--- src/rtl/shs_pkg.sv ---
// shared types, constants and tables for the sha-256 stream hasher
// no dependencies; used by shs_ctrl, shs_dp and sha256_stream_hasher
package shs_pkg;

	localparam int COUNT_WIDTH_DEF = 61;

	// one input transaction
	typedef struct packed {
		logic [7:0] data_byte;
		logic       has_byte;
		logic       end_of_message;
	} msg_t;

	// one result transaction
	typedef struct packed {
		logic [31:0] digest_word;
		logic [2:0]  word_index;
		logic        last_word;
	} dig_t;

	// source of the byte shifted into the block window
	typedef enum logic [1:0] {
		BSEL_MSG  = 2'd0,
		BSEL_PAD  = 2'd1,
		BSEL_ZERO = 2'd2,
		BSEL_LEN  = 2'd3
	} byte_sel_t;

	// controller to datapath commands
	typedef struct packed {
		logic       shift_en;
		byte_sel_t  byte_sel;
		logic       count_inc;
		logic       count_clr;
		logic       vars_load;
		logic       round_en;
		logic [5:0] round_idx;
		logic       hash_add;
		logic       hash_init;
		logic [2:0] word_idx;
	} cmd_t;

	// datapath to controller status
	typedef struct packed {
		logic [5:0] fill;
	} sts_t;

	// initial hash value for word i
	function automatic logic [31:0] init_h(input logic [2:0] i);
		logic [31:0] r;
		case (i)
			3'd0: r = 32'h6a09e667;
			3'd1: r = 32'hbb67ae85;
			3'd2: r = 32'h3c6ef372;
			3'd3: r = 32'ha54ff53a;
			3'd4: r = 32'h510e527f;
			3'd5: r = 32'h9b05688c;
			3'd6: r = 32'h1f83d9ab;
			3'd7: r = 32'h5be0cd19;
			default: r = 32'h0;
		endcase
		return r;
	endfunction

	// round constant for round t
	function automatic logic [31:0] round_k(input logic [5:0] t);
		logic [31:0] r;
		case (t)
			6'd0:  r = 32'h428a2f98;
			6'd1:  r = 32'h71374491;
			6'd2:  r = 32'hb5c0fbcf;
			6'd3:  r = 32'he9b5dba5;
			6'd4:  r = 32'h3956c25b;
			6'd5:  r = 32'h59f111f1;
			6'd6:  r = 32'h923f82a4;
			6'd7:  r = 32'hab1c5ed5;
			6'd8:  r = 32'hd807aa98;
			6'd9:  r = 32'h12835b01;
			6'd10: r = 32'h243185be;
			6'd11: r = 32'h550c7dc3;
			6'd12: r = 32'h72be5d74;
			6'd13: r = 32'h80deb1fe;
			6'd14: r = 32'h9bdc06a7;
			6'd15: r = 32'hc19bf174;
			6'd16: r = 32'he49b69c1;
			6'd17: r = 32'hefbe4786;
			6'd18: r = 32'h0fc19dc6;
			6'd19: r = 32'h240ca1cc;
			6'd20: r = 32'h2de92c6f;
			6'd21: r = 32'h4a7484aa;
			6'd22: r = 32'h5cb0a9dc;
			6'd23: r = 32'h76f988da;
			6'd24: r = 32'h983e5152;
			6'd25: r = 32'ha831c66d;
			6'd26: r = 32'hb00327c8;
			6'd27: r = 32'hbf597fc7;
			6'd28: r = 32'hc6e00bf3;
			6'd29: r = 32'hd5a79147;
			6'd30: r = 32'h06ca6351;
			6'd31: r = 32'h14292967;
			6'd32: r = 32'h27b70a85;
			6'd33: r = 32'h2e1b2138;
			6'd34: r = 32'h4d2c6dfc;
			6'd35: r = 32'h53380d13;
			6'd36: r = 32'h650a7354;
			6'd37: r = 32'h766a0abb;
			6'd38: r = 32'h81c2c92e;
			6'd39: r = 32'h92722c85;
			6'd40: r = 32'ha2bfe8a1;
			6'd41: r = 32'ha81a664b;
			6'd42: r = 32'hc24b8b70;
			6'd43: r = 32'hc76c51a3;
			6'd44: r = 32'hd192e819;
			6'd45: r = 32'hd6990624;
			6'd46: r = 32'hf40e3585;
			6'd47: r = 32'h106aa070;
			6'd48: r = 32'h19a4c116;
			6'd49: r = 32'h1e376c08;
			6'd50: r = 32'h2748774c;
			6'd51: r = 32'h34b0bcb5;
			6'd52: r = 32'h391c0cb3;
			6'd53: r = 32'h4ed8aa4a;
			6'd54: r = 32'h5b9cca4f;
			6'd55: r = 32'h682e6ff3;
			6'd56: r = 32'h748f82ee;
			6'd57: r = 32'h78a5636f;
			6'd58: r = 32'h84c87814;
			6'd59: r = 32'h8cc70208;
			6'd60: r = 32'h90befffa;
			6'd61: r = 32'ha4506ceb;
			6'd62: r = 32'hbef9a3f7;
			6'd63: r = 32'hc67178f2;
			default: r = 32'h0;
		endcase
		return r;
	endfunction

endpackage

--- src/rtl/sha256_stream_hasher.sv ---
// SHA-256 stream hasher top level: input and result channels, controller and datapath
// depends on shs_pkg, shs_ctrl and shs_dp
//
// Hashes a byte stream with SHA-256. Each input transaction carries at most one
// message byte and may mark the end of the message; an end transaction with no byte
// finishes the message from the bytes already taken (no bytes gives the empty-message
// digest). While a block fills, one transaction is accepted per cycle. Every 64th
// message byte starts a compression that holds msg_ready low through 64 rounds
// of the single shared round unit and then the chaining update. An end transaction
// then fills the rest of the block with padding and compresses it, or, when fewer
// than nine bytes remain in the block, pads and compresses a second block as well.
// The eight digest words follow, word 0 first, one per accepted result transaction,
// last_word on word 7; after the eighth the block is ready for a new message. No
// clearing pass after reset.
module sha256_stream_hasher #(
	parameter int COUNT_WIDTH = shs_pkg::COUNT_WIDTH_DEF
) (
	input  logic          clk,
	input  logic          arst_n,
	input  logic          msg_valid,
	output logic          msg_ready,
	input  shs_pkg::msg_t msg,
	output logic          dig_valid,
	input  logic          dig_ready,
	output shs_pkg::dig_t dig
);

	shs_pkg::cmd_t cmd;
	shs_pkg::sts_t sts;

	// sequencing
	shs_ctrl u_ctrl (
		.clk            (clk),
		.arst_n         (arst_n),
		.msg_valid      (msg_valid),
		.msg_ready      (msg_ready),
		.has_byte       (msg.has_byte),
		.end_of_message (msg.end_of_message),
		.dig_valid      (dig_valid),
		.dig_ready      (dig_ready),
		.sts            (sts),
		.cmd            (cmd)
	);

	// hashing datapath
	shs_dp #(
		.COUNT_WIDTH (COUNT_WIDTH)
	) u_dp (
		.clk      (clk),
		.arst_n   (arst_n),
		.msg_byte (msg.data_byte),
		.cmd      (cmd),
		.sts      (sts),
		.dig      (dig)
	);

endmodule

--- src/rtl/shs_dp.sv ---
// sha-256 datapath: block window and schedule, round registers, hash words, byte counter
// depends on shs_pkg; driven by shs_ctrl through shs_pkg::cmd_t
module shs_dp #(
	parameter int COUNT_WIDTH = shs_pkg::COUNT_WIDTH_DEF
) (
	input  logic             clk,
	input  logic             arst_n,
	input  logic [7:0]       msg_byte,
	input  shs_pkg::cmd_t    cmd,
	output shs_pkg::sts_t    sts,
	output shs_pkg::dig_t    dig
);

	function automatic logic [31:0] big_sig0(input logic [31:0] x);
		return {x[1:0], x[31:2]} ^ {x[12:0], x[31:13]} ^ {x[21:0], x[31:22]};
	endfunction

	function automatic logic [31:0] big_sig1(input logic [31:0] x);
		return {x[5:0], x[31:6]} ^ {x[10:0], x[31:11]} ^ {x[24:0], x[31:25]};
	endfunction

	function automatic logic [31:0] small_sig0(input logic [31:0] x);
		return {x[6:0], x[31:7]} ^ {x[17:0], x[31:18]} ^ {3'b000, x[31:3]};
	endfunction

	function automatic logic [31:0] small_sig1(input logic [31:0] x);
		return {x[16:0], x[31:17]} ^ {x[18:0], x[31:19]} ^ {10'd0, x[31:10]};
	endfunction

	// window word 15 is the oldest: bytes 0 to 3 of the block, then W[t] while rounds run
	logic [15:0][31:0]      win_q;
	logic [31:0]            hash_q [8];
	logic [31:0]            v_q    [8];
	logic [COUNT_WIDTH-1:0] count_q;
	logic [5:0]             fill_q;

	logic [63:0] len_bits;
	logic [7:0]  len_byte;
	logic [7:0]  shift_byte;
	logic [31:0] w_next;
	logic [31:0] t1;
	logic [31:0] t2;
	logic [31:0] ch;
	logic [31:0] mj;

	// length field, sent most significant byte first at positions 56 to 63
	assign len_bits = 64'({count_q, 3'b000});
	assign len_byte = 8'(len_bits >> {~fill_q[2:0], 3'b000});

	always_comb begin
		case (cmd.byte_sel)
			shs_pkg::BSEL_MSG:  shift_byte = msg_byte;
			shs_pkg::BSEL_PAD:  shift_byte = 8'h80;
			shs_pkg::BSEL_LEN:  shift_byte = len_byte;
			default:            shift_byte = 8'h00;
		endcase
	end

	// next schedule word from the sliding window
	assign w_next = win_q[15] + small_sig0(win_q[14]) + win_q[6] + small_sig1(win_q[1]);

	// round function
	assign ch = (v_q[4] & v_q[5]) ^ (~v_q[4] & v_q[6]);
	assign mj = (v_q[0] & v_q[1]) ^ (v_q[0] & v_q[2]) ^ (v_q[1] & v_q[2]);
	assign t1 = v_q[7] + big_sig1(v_q[4]) + ch + shs_pkg::round_k(cmd.round_idx) + win_q[15];
	assign t2 = big_sig0(v_q[0]) + mj;

	// block window: bytes shift in while filling, schedule words while compressing
	always_ff @(posedge clk) begin
		if (cmd.shift_en) begin
			win_q <= {win_q[15][23:0], win_q[14:0], shift_byte};
		end else if (cmd.round_en) begin
			win_q <= {win_q[14:0], w_next};
		end
	end

	// working variables
	always_ff @(posedge clk) begin
		if (cmd.vars_load) begin
			for (int i = 0; i < 8; i++) begin
				v_q[i] <= hash_q[i];
			end
		end else if (cmd.round_en) begin
			v_q[7] <= v_q[6];
			v_q[6] <= v_q[5];
			v_q[5] <= v_q[4];
			v_q[4] <= v_q[3] + t1;
			v_q[3] <= v_q[2];
			v_q[2] <= v_q[1];
			v_q[1] <= v_q[0];
			v_q[0] <= t1 + t2;
		end
	end

	// chaining value
	always_ff @(posedge clk or negedge arst_n) begin
		if (!arst_n) begin
			for (int i = 0; i < 8; i++) begin
				hash_q[i] <= shs_pkg::init_h(3'(i));
			end
		end else if (cmd.hash_init) begin
			for (int i = 0; i < 8; i++) begin
				hash_q[i] <= shs_pkg::init_h(3'(i));
			end
		end else if (cmd.hash_add) begin
			for (int i = 0; i < 8; i++) begin
				hash_q[i] <= hash_q[i] + v_q[i];
			end
		end
	end

	// message byte count and window fill position
	always_ff @(posedge clk or negedge arst_n) begin
		if (!arst_n) begin
			count_q <= '0;
			fill_q  <= '0;
		end else begin
			if (cmd.count_clr) begin
				count_q <= '0;
			end else if (cmd.count_inc) begin
				count_q <= count_q + 1'b1;
			end
			if (cmd.shift_en) begin
				fill_q <= fill_q + 1'b1;
			end
		end
	end

	assign sts.fill = fill_q;

	// digest word selected by the controller
	assign dig.digest_word = hash_q[cmd.word_idx];
	assign dig.word_index  = cmd.word_idx;
	assign dig.last_word   = (cmd.word_idx == 3'd7);

endmodule

--- src/rtl/shs_ctrl.sv ---
// sha-256 controller: absorb, padding, round sequencing and digest output
// depends on shs_pkg; drives shs_dp through shs_pkg::cmd_t
module shs_ctrl (
	input  logic          clk,
	input  logic          arst_n,
	input  logic          msg_valid,
	output logic          msg_ready,
	input  logic          has_byte,
	input  logic          end_of_message,
	output logic          dig_valid,
	input  logic          dig_ready,
	input  shs_pkg::sts_t sts,
	output shs_pkg::cmd_t cmd
);

	typedef enum logic [4:0] {
		ST_ABSORB = 5'b00001,
		ST_PAD    = 5'b00010,
		ST_ROUND  = 5'b00100,
		ST_UPDATE = 5'b01000,
		ST_EMIT   = 5'b10000
	} state_t;

	state_t     state_q;
	state_t     state_d;
	logic [5:0] rnd_q;
	logic [2:0] idx_q;
	logic       fin_q;   // message is being finished
	logic       first_q; // 0x80 marker still to be written
	logic       len_q;   // current pad block carries the length field
	logic       fin_d;
	logic       first_d;
	logic       len_d;

	// next state and commands
	always_comb begin
		state_d       = state_q;
		fin_d         = fin_q;
		first_d       = first_q;
		len_d         = len_q;
		msg_ready     = 1'b0;
		dig_valid     = 1'b0;
		cmd.shift_en  = 1'b0;
		cmd.byte_sel  = shs_pkg::BSEL_MSG;
		cmd.count_inc = 1'b0;
		cmd.count_clr = 1'b0;
		cmd.vars_load = 1'b0;
		cmd.round_en  = 1'b0;
		cmd.round_idx = rnd_q;
		cmd.hash_add  = 1'b0;
		cmd.hash_init = 1'b0;
		cmd.word_idx  = idx_q;
		case (state_q)
			ST_ABSORB: begin
				msg_ready = 1'b1;
				if (msg_valid) begin
					cmd.shift_en  = has_byte;
					cmd.count_inc = has_byte;
					if (has_byte && sts.fill == 6'd63) begin
						cmd.vars_load = 1'b1;
						fin_d         = end_of_message;
						first_d       = 1'b1;
						len_d         = 1'b0;
						state_d       = ST_ROUND;
					end else if (end_of_message) begin
						fin_d   = 1'b1;
						first_d = 1'b1;
						len_d   = 1'b0;
						state_d = ST_PAD;
					end
				end
			end
			ST_PAD: begin
				cmd.shift_en = 1'b1;
				if (first_q) begin
					cmd.byte_sel = shs_pkg::BSEL_PAD;
					first_d      = 1'b0;
					len_d        = (sts.fill <= 6'd55);
				end else if (len_q && sts.fill >= 6'd56) begin
					cmd.byte_sel = shs_pkg::BSEL_LEN;
				end else begin
					cmd.byte_sel = shs_pkg::BSEL_ZERO;
				end
				if (sts.fill == 6'd63) begin
					cmd.vars_load = 1'b1;
					state_d       = ST_ROUND;
				end
			end
			ST_ROUND: begin
				cmd.round_en = 1'b1;
				if (rnd_q == 6'd63) begin
					state_d = ST_UPDATE;
				end
			end
			ST_UPDATE: begin
				cmd.hash_add = 1'b1;
				if (!fin_q) begin
					state_d = ST_ABSORB;
				end else if (len_q && !first_q) begin
					state_d = ST_EMIT;
				end else begin
					// marker still to come, or it went into a full block: one more block for the length
					if (!first_q) begin
						len_d = 1'b1;
					end
					state_d = ST_PAD;
				end
			end
			ST_EMIT: begin
				dig_valid = 1'b1;
				if (dig_ready && idx_q == 3'd7) begin
					cmd.hash_init = 1'b1;
					cmd.count_clr = 1'b1;
					fin_d         = 1'b0;
					len_d         = 1'b0;
					state_d       = ST_ABSORB;
				end
			end
			default: begin
				state_d = ST_ABSORB;
			end
		endcase
	end

	// state and counters
	always_ff @(posedge clk or negedge arst_n) begin
		if (!arst_n) begin
			state_q <= ST_ABSORB;
			rnd_q   <= '0;
			idx_q   <= '0;
			fin_q   <= 1'b0;
			first_q <= 1'b0;
			len_q   <= 1'b0;
		end else begin
			state_q <= state_d;
			fin_q   <= fin_d;
			first_q <= first_d;
			len_q   <= len_d;
			if (cmd.round_en) begin
				rnd_q <= rnd_q + 1'b1;
			end
			if (dig_valid && dig_ready) begin
				idx_q <= idx_q + 1'b1;
			end
		end
	end

	// the last round always hands over to the hash update
	a_round_end: assert property (@(posedge clk) disable iff (!arst_n)
		state_q == ST_ROUND && rnd_q == 6'd63 |=> state_q == ST_UPDATE)
		else $error("last round not followed by hash update");

	// digest output only follows a hash update
	a_emit_entry: assert property (@(posedge clk) disable iff (!arst_n)
		$rose(state_q == ST_EMIT) |-> $past(state_q) == ST_UPDATE)
		else $error("digest output entered from wrong state");

	// digest only after the marker and the length field have been compressed
	a_emit_padded: assert property (@(posedge clk) disable iff (!arst_n)
		state_q == ST_EMIT |-> fin_q && len_q && !first_q)
		else $error("digest output before padding complete");

	// compression starts on a full window
	a_round_full: assert property (@(posedge clk) disable iff (!arst_n)
		state_q == ST_ROUND && rnd_q == 6'd0 |-> sts.fill == 6'd0)
		else $error("compression started on a partly filled block");

	// digest words leave in order, starting at word zero
	a_idx_start: assert property (@(posedge clk) disable iff (!arst_n)
		$rose(state_q == ST_EMIT) |-> idx_q == 3'd0)
		else $error("digest output does not start at word zero");

endmodule
--- config.mk ---
export PLATFORM = sky130hd
export DESIGN_NAME = sha256_stream_hasher
export DESIGN_NICKNAME = d
export VERILOG_FILES = /design/src/rtl/shs_pkg.sv /design/src/rtl/sha256_stream_hasher.sv /design/src/rtl/shs_dp.sv /design/src/rtl/shs_ctrl.sv
export SDC_FILE = /design/constraint.sdc
export NUM_CORES = 2
export LEC_CHECK = 0
export BUFFER_PORTS_ARGS = -buffer_cell sky130_fd_sc_hd__buf_2
export CAP_MARGIN = 20
export CORE_MARGIN = 1.5
export CORE_UTILIZATION = 35
export CTS_CLUSTER_DIAMETER = 40
export DETAILED_ROUTE_END_ITERATION = 7
export PLACE_DENSITY_LB_ADDON = 0.12
export SLEW_MARGIN = 5
export SYNTH_ARGS = -nofsm -noshare
export SYNTH_HDL_FRONTEND = slang
export SYNTH_HIERARCHICAL = 1
export SYNTH_SLANG_ARGS = --single-unit
--- constraint.sdc ---
create_clock -name clk -period 10.19 [get_ports clk]
set_input_delay 1.5285 -clock clk [delete_from_list [all_inputs] [get_ports clk]]
set_output_delay 1.5285 -clock clk [all_outputs]
set_load 0.01 [all_outputs]
Word level (Yosys, flattened, before mapping)
Memory sizes are Yosys's and may differ from the RTL's.
Index checks and enable logic that the tools add are counted.
Storage, ports and cells
  input bits: 14
  RAM bits: 256
  bits in read-only memories: 2048
  register bits: 852
  memories: 2
  logic and storage cells: 187
  output and inout port bits: 38
  bits in latches: 0
Operators by class
  add/sub/neg operators: 22
  $lt $le $gt $ge: 3
  div/mod/pow operators: 0
  bitwise logic cells: 27
  equality and inequality tests: 19
  shifts and indexed selects: 1
  $mul: 0
  multiplexer cells: 64
  reductions and logical operators: 17
Memories
  (name not given): words 64, width 32, rd ports 1, clocked after Yosys merged registers in 0, wr ports 0, RTL line shs_pkg.sv:68  | case (t)
  u_dp.v_q: words 8, width 32, rd ports 8, clocked after Yosys merged registers in 0, wr ports 8, RTL line shs_dp.sv:33  | logic [31:0] v_q [8];
Operators by type and width (number)
  512-bit two-way mux: 2
  32-bit adder: 18
  256-bit two-way mux: 2
  32-bit two-way mux: 10
  32-bit XOR: 9
  32-bit AND: 5
  61-bit two-way mux: 2
  32-bit binary-select mux with 3-bit select: 1
  64-bit by 6-bit right shift with 8-bit output: 1
  61-bit by 1-bit adder with 61-bit output (second input constant): 1
  5-bit two-way mux: 8
  32-bit NOT: 1
  32-bit by 22-bit XOR with 32-bit output: 1
  32-bit by 29-bit XOR with 32-bit output: 1
  1-bit two-way mux: 30
  5-bit case mux with 5 select lines: 1
  8-bit case mux with 3 select lines: 1
  6-bit by 1-bit adder with 6-bit output (second input constant): 2
  6-bit == test (second input constant): 2
  2-bit by 1-bit != test with 1-bit output (second input constant): 5
  2-bit nonzero test: 5
  1-bit bitwise OR: 8
  1-bit case mux with 2 select lines: 4
  8-bit AND reduction: 1
  other kinds (25): 32

Logic depth before layout (Yosys ltp)
An unclocked memory read counts as a cell.
  word-level depth: 9
  depth in mapped cells: 38
  gate-level depth less buffers: 36

By module
Netlist, hierarchy kept.
Modules (own cells, without submodules)
  shs_dp: sequential area each 31315.0 µm², times used 1, cells an instance 7378, area an instance 75691.3 µm²
  shs_ctrl: sequential area each 426.7 µm², times used 1, cells an instance 103, area an instance 963.4 µm²

Worst setup path after synthesis
OpenSTA, ideal clock, no wires.
  kind: input to register
  start: in msg_valid
  end: reg u_dp/win_q[0] (netlist bit), enable pin
  path slack: 0.583 ns
  arrival: 8.940 ns
  required time: 9.523 ns
  setup time: 0.667 ns
  cell stages on the path: 6
  buffers on the path: 4
  path through: a31o_2 clkbuf_1 clkbuf_1 clkbuf_1 clkbuf_1 or2_2
Between the ends
  longest elaborated chain between the ends: 3
RTL lines
  from (decl): RTL line sha256_stream_hasher.sv:20  | input logic msg_valid,
  1-bit two-way mux: RTL line shs_ctrl.sv:56  | if (msg_valid) begin
  1-bit case mux with 2 select lines: RTL line shs_ctrl.sv:53  | case (state_q)
  2-bit nonzero test (no line)
  to (signal assigned): RTL line shs_dp.sv:71  | win_q <= {win_q[15][23:0], win_q[14:0], shift_byte};
  to (signal assigned): RTL line shs_dp.sv:73  | win_q <= {win_q[14:0], w_next};
  to (decl): RTL line shs_dp.sv:31  | logic [15:0][31:0] win_q;
No other way between the ends.
A chain may end at the register's enable or synchronous reset.

==> flow_metrics.tcl <==
set metrics [dict create \
    status "completed" \
    slew_headroom_pct 16.3 \
    clock-root-buffer "clkbuf_16" \
    start_kind "register" \
    layout.nets 8107 \
    netlist-cell-type-count 99 \
    yosys_most_used_dff "edfxtp_1" \
    fin_crit_sh_pct 93.0 \
    drv_cap 0 \
    row_count 171 \
    pin_count 52 \
    port_buffers 51 \
    ys_seq_area_share_pct 41.4 \
    sw_frac_of_total_pct 43.0 \
    ir_drop_v 0.000426 \
    htree_levels 4 \
    worst_skew_pair.late_latency_ns 0.87 \
    final_common_cell "nand2_1" \
    cp_max_fo 14 \
    dpl_cell_area_um2 80100 \
    antenna_found_initial 8 \
    fillers 21200 \
    rsz0062_at_grt "false" \
    drt-pass1-iter-count 6 \
    syn_area_um2 76700 \
    finalClockSkew_ns 0.0705 \
    start_util_pct 35.3 \
    grt_pass1_vias 57000 \
    async_reset_ff_share_pct 30.7 \
    syn_to_final_growth_pct 14.9 \
    postRouteAntennaNets 0 \
    fmax_ghz 0.106 \
    avgRoutedWirePerCell_um 24.8 \
    yosysWarnings 6 \
    syn_inst 7481 \
    internal-power_mw 19.6 \
    die_x_um 471 \
    die_area_um2 222000 \
    dpl.hpwl_mm 194 \
    clkPwrFrac_pct 22.2 \
    fin_crit_ns 9.48 \
    cts_setup_buffers 0 \
    grt_usage_pct 23.2 \
    setup_violations 0 \
    synth_edf_count 768 \
    vias 57500 \
    die_h_um 471 \
    cts.repair.resized 0 \
    cts_sinks 1108 \
    synthesis.nets 8081 \
    critPathTopFamily "adder cells" \
    hold_violations 0 \
    worstMarginPinSlew_ns 1.24 \
    leakagePower_nw 33.8 \
    cts_tree "yes" \
    setup_tns_ns 0 \
    cellPowerDensity_nw_per_um2 391 \
    crit_required_ns 10.75 \
    via_per_inst 5.44 \
    synth-seq-cells 1108 \
    switchingPower_mw 14.8 \
    arrival_ns 10.04 \
    critical-path-slowest-cell "ha_1" \
    hp-class "register to register" \
    gp_congestion 0.933 \
    post_cts_hold_buffer_count 0 \
    fin_area_um2 88100 \
    drtIter0Drc 5039 \
    cp_num_buf_inv 5 \
    synth.avg_cell_area_um2 10.2 \
    coreArea_um2 217000 \
    p_comb_share_pct 56.4 \
    end_kind "register" \
    grt.overflow.total 0 \
    grt_start_max_net_pins 190 \
    cp_slowest_stage_delay_ns 0.57 \
    layout_common_cells "1060 x nand2_1, 768 x edfxtp_1, 497 x mux2_2, 476 x inv_1, 472 x o21ai_0" \
    numCtsBuffers 229 \
    clk_pin_slew_ns 0.05 \
    p_seq_share_pct 21.3 \
    drive_gt1_share_pct 17.2 \
    drv_slew 0 \
    routed_wl_mm 262 \
    drc 0 \
    clockBufferDepth 3 \
    path_class "register to register" \
    grt_first_pass_wirelength_mm 390 \
]
flip-flops by register name, summed over array words and instances, names as in the netlist:
signal          flops
u_ctrl/rnd_q        6
u_dp/count_q       61
u_ctrl/first_q      1
u_ctrl/state_q      5
u_ctrl/idx_q        3
u_dp/sts            6
u_dp/v_q          256
u_dp/hash_q       256
u_ctrl/fin_q        1
u_dp/win_q        512
u_ctrl/len_q        1
final cells by class:
class | count | area [µm²] | area share, %
Tap cell | 2854 | 3570 | 4.05
Antenna cell | 2 | 5.00 | 0.00568
Multi-Input combinational cell | 5530 | 41800 | 47.4
Clock buffer | 281 | 6110 | 6.93
Sequential cell | 1108 | 31800 | 36.1
Clock inverter | 152 | 1880 | 2.14
Inverter | 483 | 1830 | 2.08
Timing Repair Buffer | 155 | 1160 | 1.32
metrics by stage:
step | instances | setup WS, ns | hold WS [ns] | util, % | total power [mW]
after floorplan | 7481 | 0.583 | 0.457 | - | 21.5
after global placement | 10100 | 0.881 | 0.475 | 36.8 | 26.5
after detailed placement | 10100 | 0.814 | 0.478 | 36.8 | 26.6
after CTS | 10600 | 0.764 | 0.489 | 40.5 | 34.5
after global routing | 10600 | 0.195 | 0.525 | 40.5 | 37.0
final | 10600 | 0.715 | 0.491 | 40.5 | 34.4
path summary, 6_finish.rpt:
| check | from | to | slack, ns | cells after the start |
|---|---|---|---|---|
| min in group asynchronous | arst_n | u_dp/hash_q[191] | 0.62 | 1 |
| max in group asynchronous | arst_n | u_ctrl/idx_q[0] | 7.48 | 3 |
| setup / recovery | u_ctrl/rnd_q[0] | u_dp/v_q[0][31] | 0.71 | 33 |
| hold / removal | u_dp/sts[5] | u_dp/sts[5] | 0.49 | 1 |
| setup reg to reg | u_ctrl/rnd_q[0] | u_dp/v_q[0][31] | 0.71 | 33 |
| hold reg to reg | u_dp/sts[5] | u_dp/sts[5] | 0.49 | 1 |
Yosys cell counts, drive strengths merged, types with 68 or more instances:
library cell,instances,area (µm²)
edfxtp,768,23100
nand2b,68,425
mux2i,125,1250
xnor2,351,3070
dfrtp,203,5080
fa,195,3900
dfstp,137,3600
nor3,70,355
a21o,181,1360
a21oi,439,2200
inv,481,1810
xor2,252,2210
clkbuf,312,1170
ha,391,4890
mux4,88,1980
mux2,497,5600
nand2,1060,3980
nand3,99,505
nor2,447,1680
o21ai,479,2400
cells by family after synthesis:
group                      count (synthesis)  share of synthesized area [%]
AOI/OAI and AO/OA                       1596                           12.9
adders and majority gates                588                           11.5
buffers and inverters                    843                           4.15
xor gates and xnor gates                 605                           6.95
DFF                                     1108                           41.4
and+or+nand+nor                         2031                           11.5
muxes                                    710                           11.5
power by group through the flow:
stage,Combinational [mW],Sequential (mW),Clock (mW)
floorplan,14.2,7.23,0
detailed placement,19.1,7.44,0
global route,21.5,7.47,8.03
global placement,19.1,7.43,0
finish,19.4,7.35,7.66
CTS,19.3,7.37,7.83
layer usage:
metal	part of all wire (%)	GRT usage, %
met5	0.021	0
met1	48	33.6
met3	4.4	3.02
met2	46	36.8
met4	2.2	5.45
worst register-to-register path: cells and delay by family, from the launching register on:
family | cells | cell delay [ns]
XOR/XNOR | 2 | 0.43
AO/OA/AOI/OAI | 11 | 2.97
AND/OR/NAND/NOR | 7 | 1.29
multiplexers | 1 | 0.47
flip-flops | 1 | 0.37
adder cells (fa/ha/maj) | 7 | 3.09
buffers and inverters | 5 | 0.58
(Power assumes the default switching activity.)
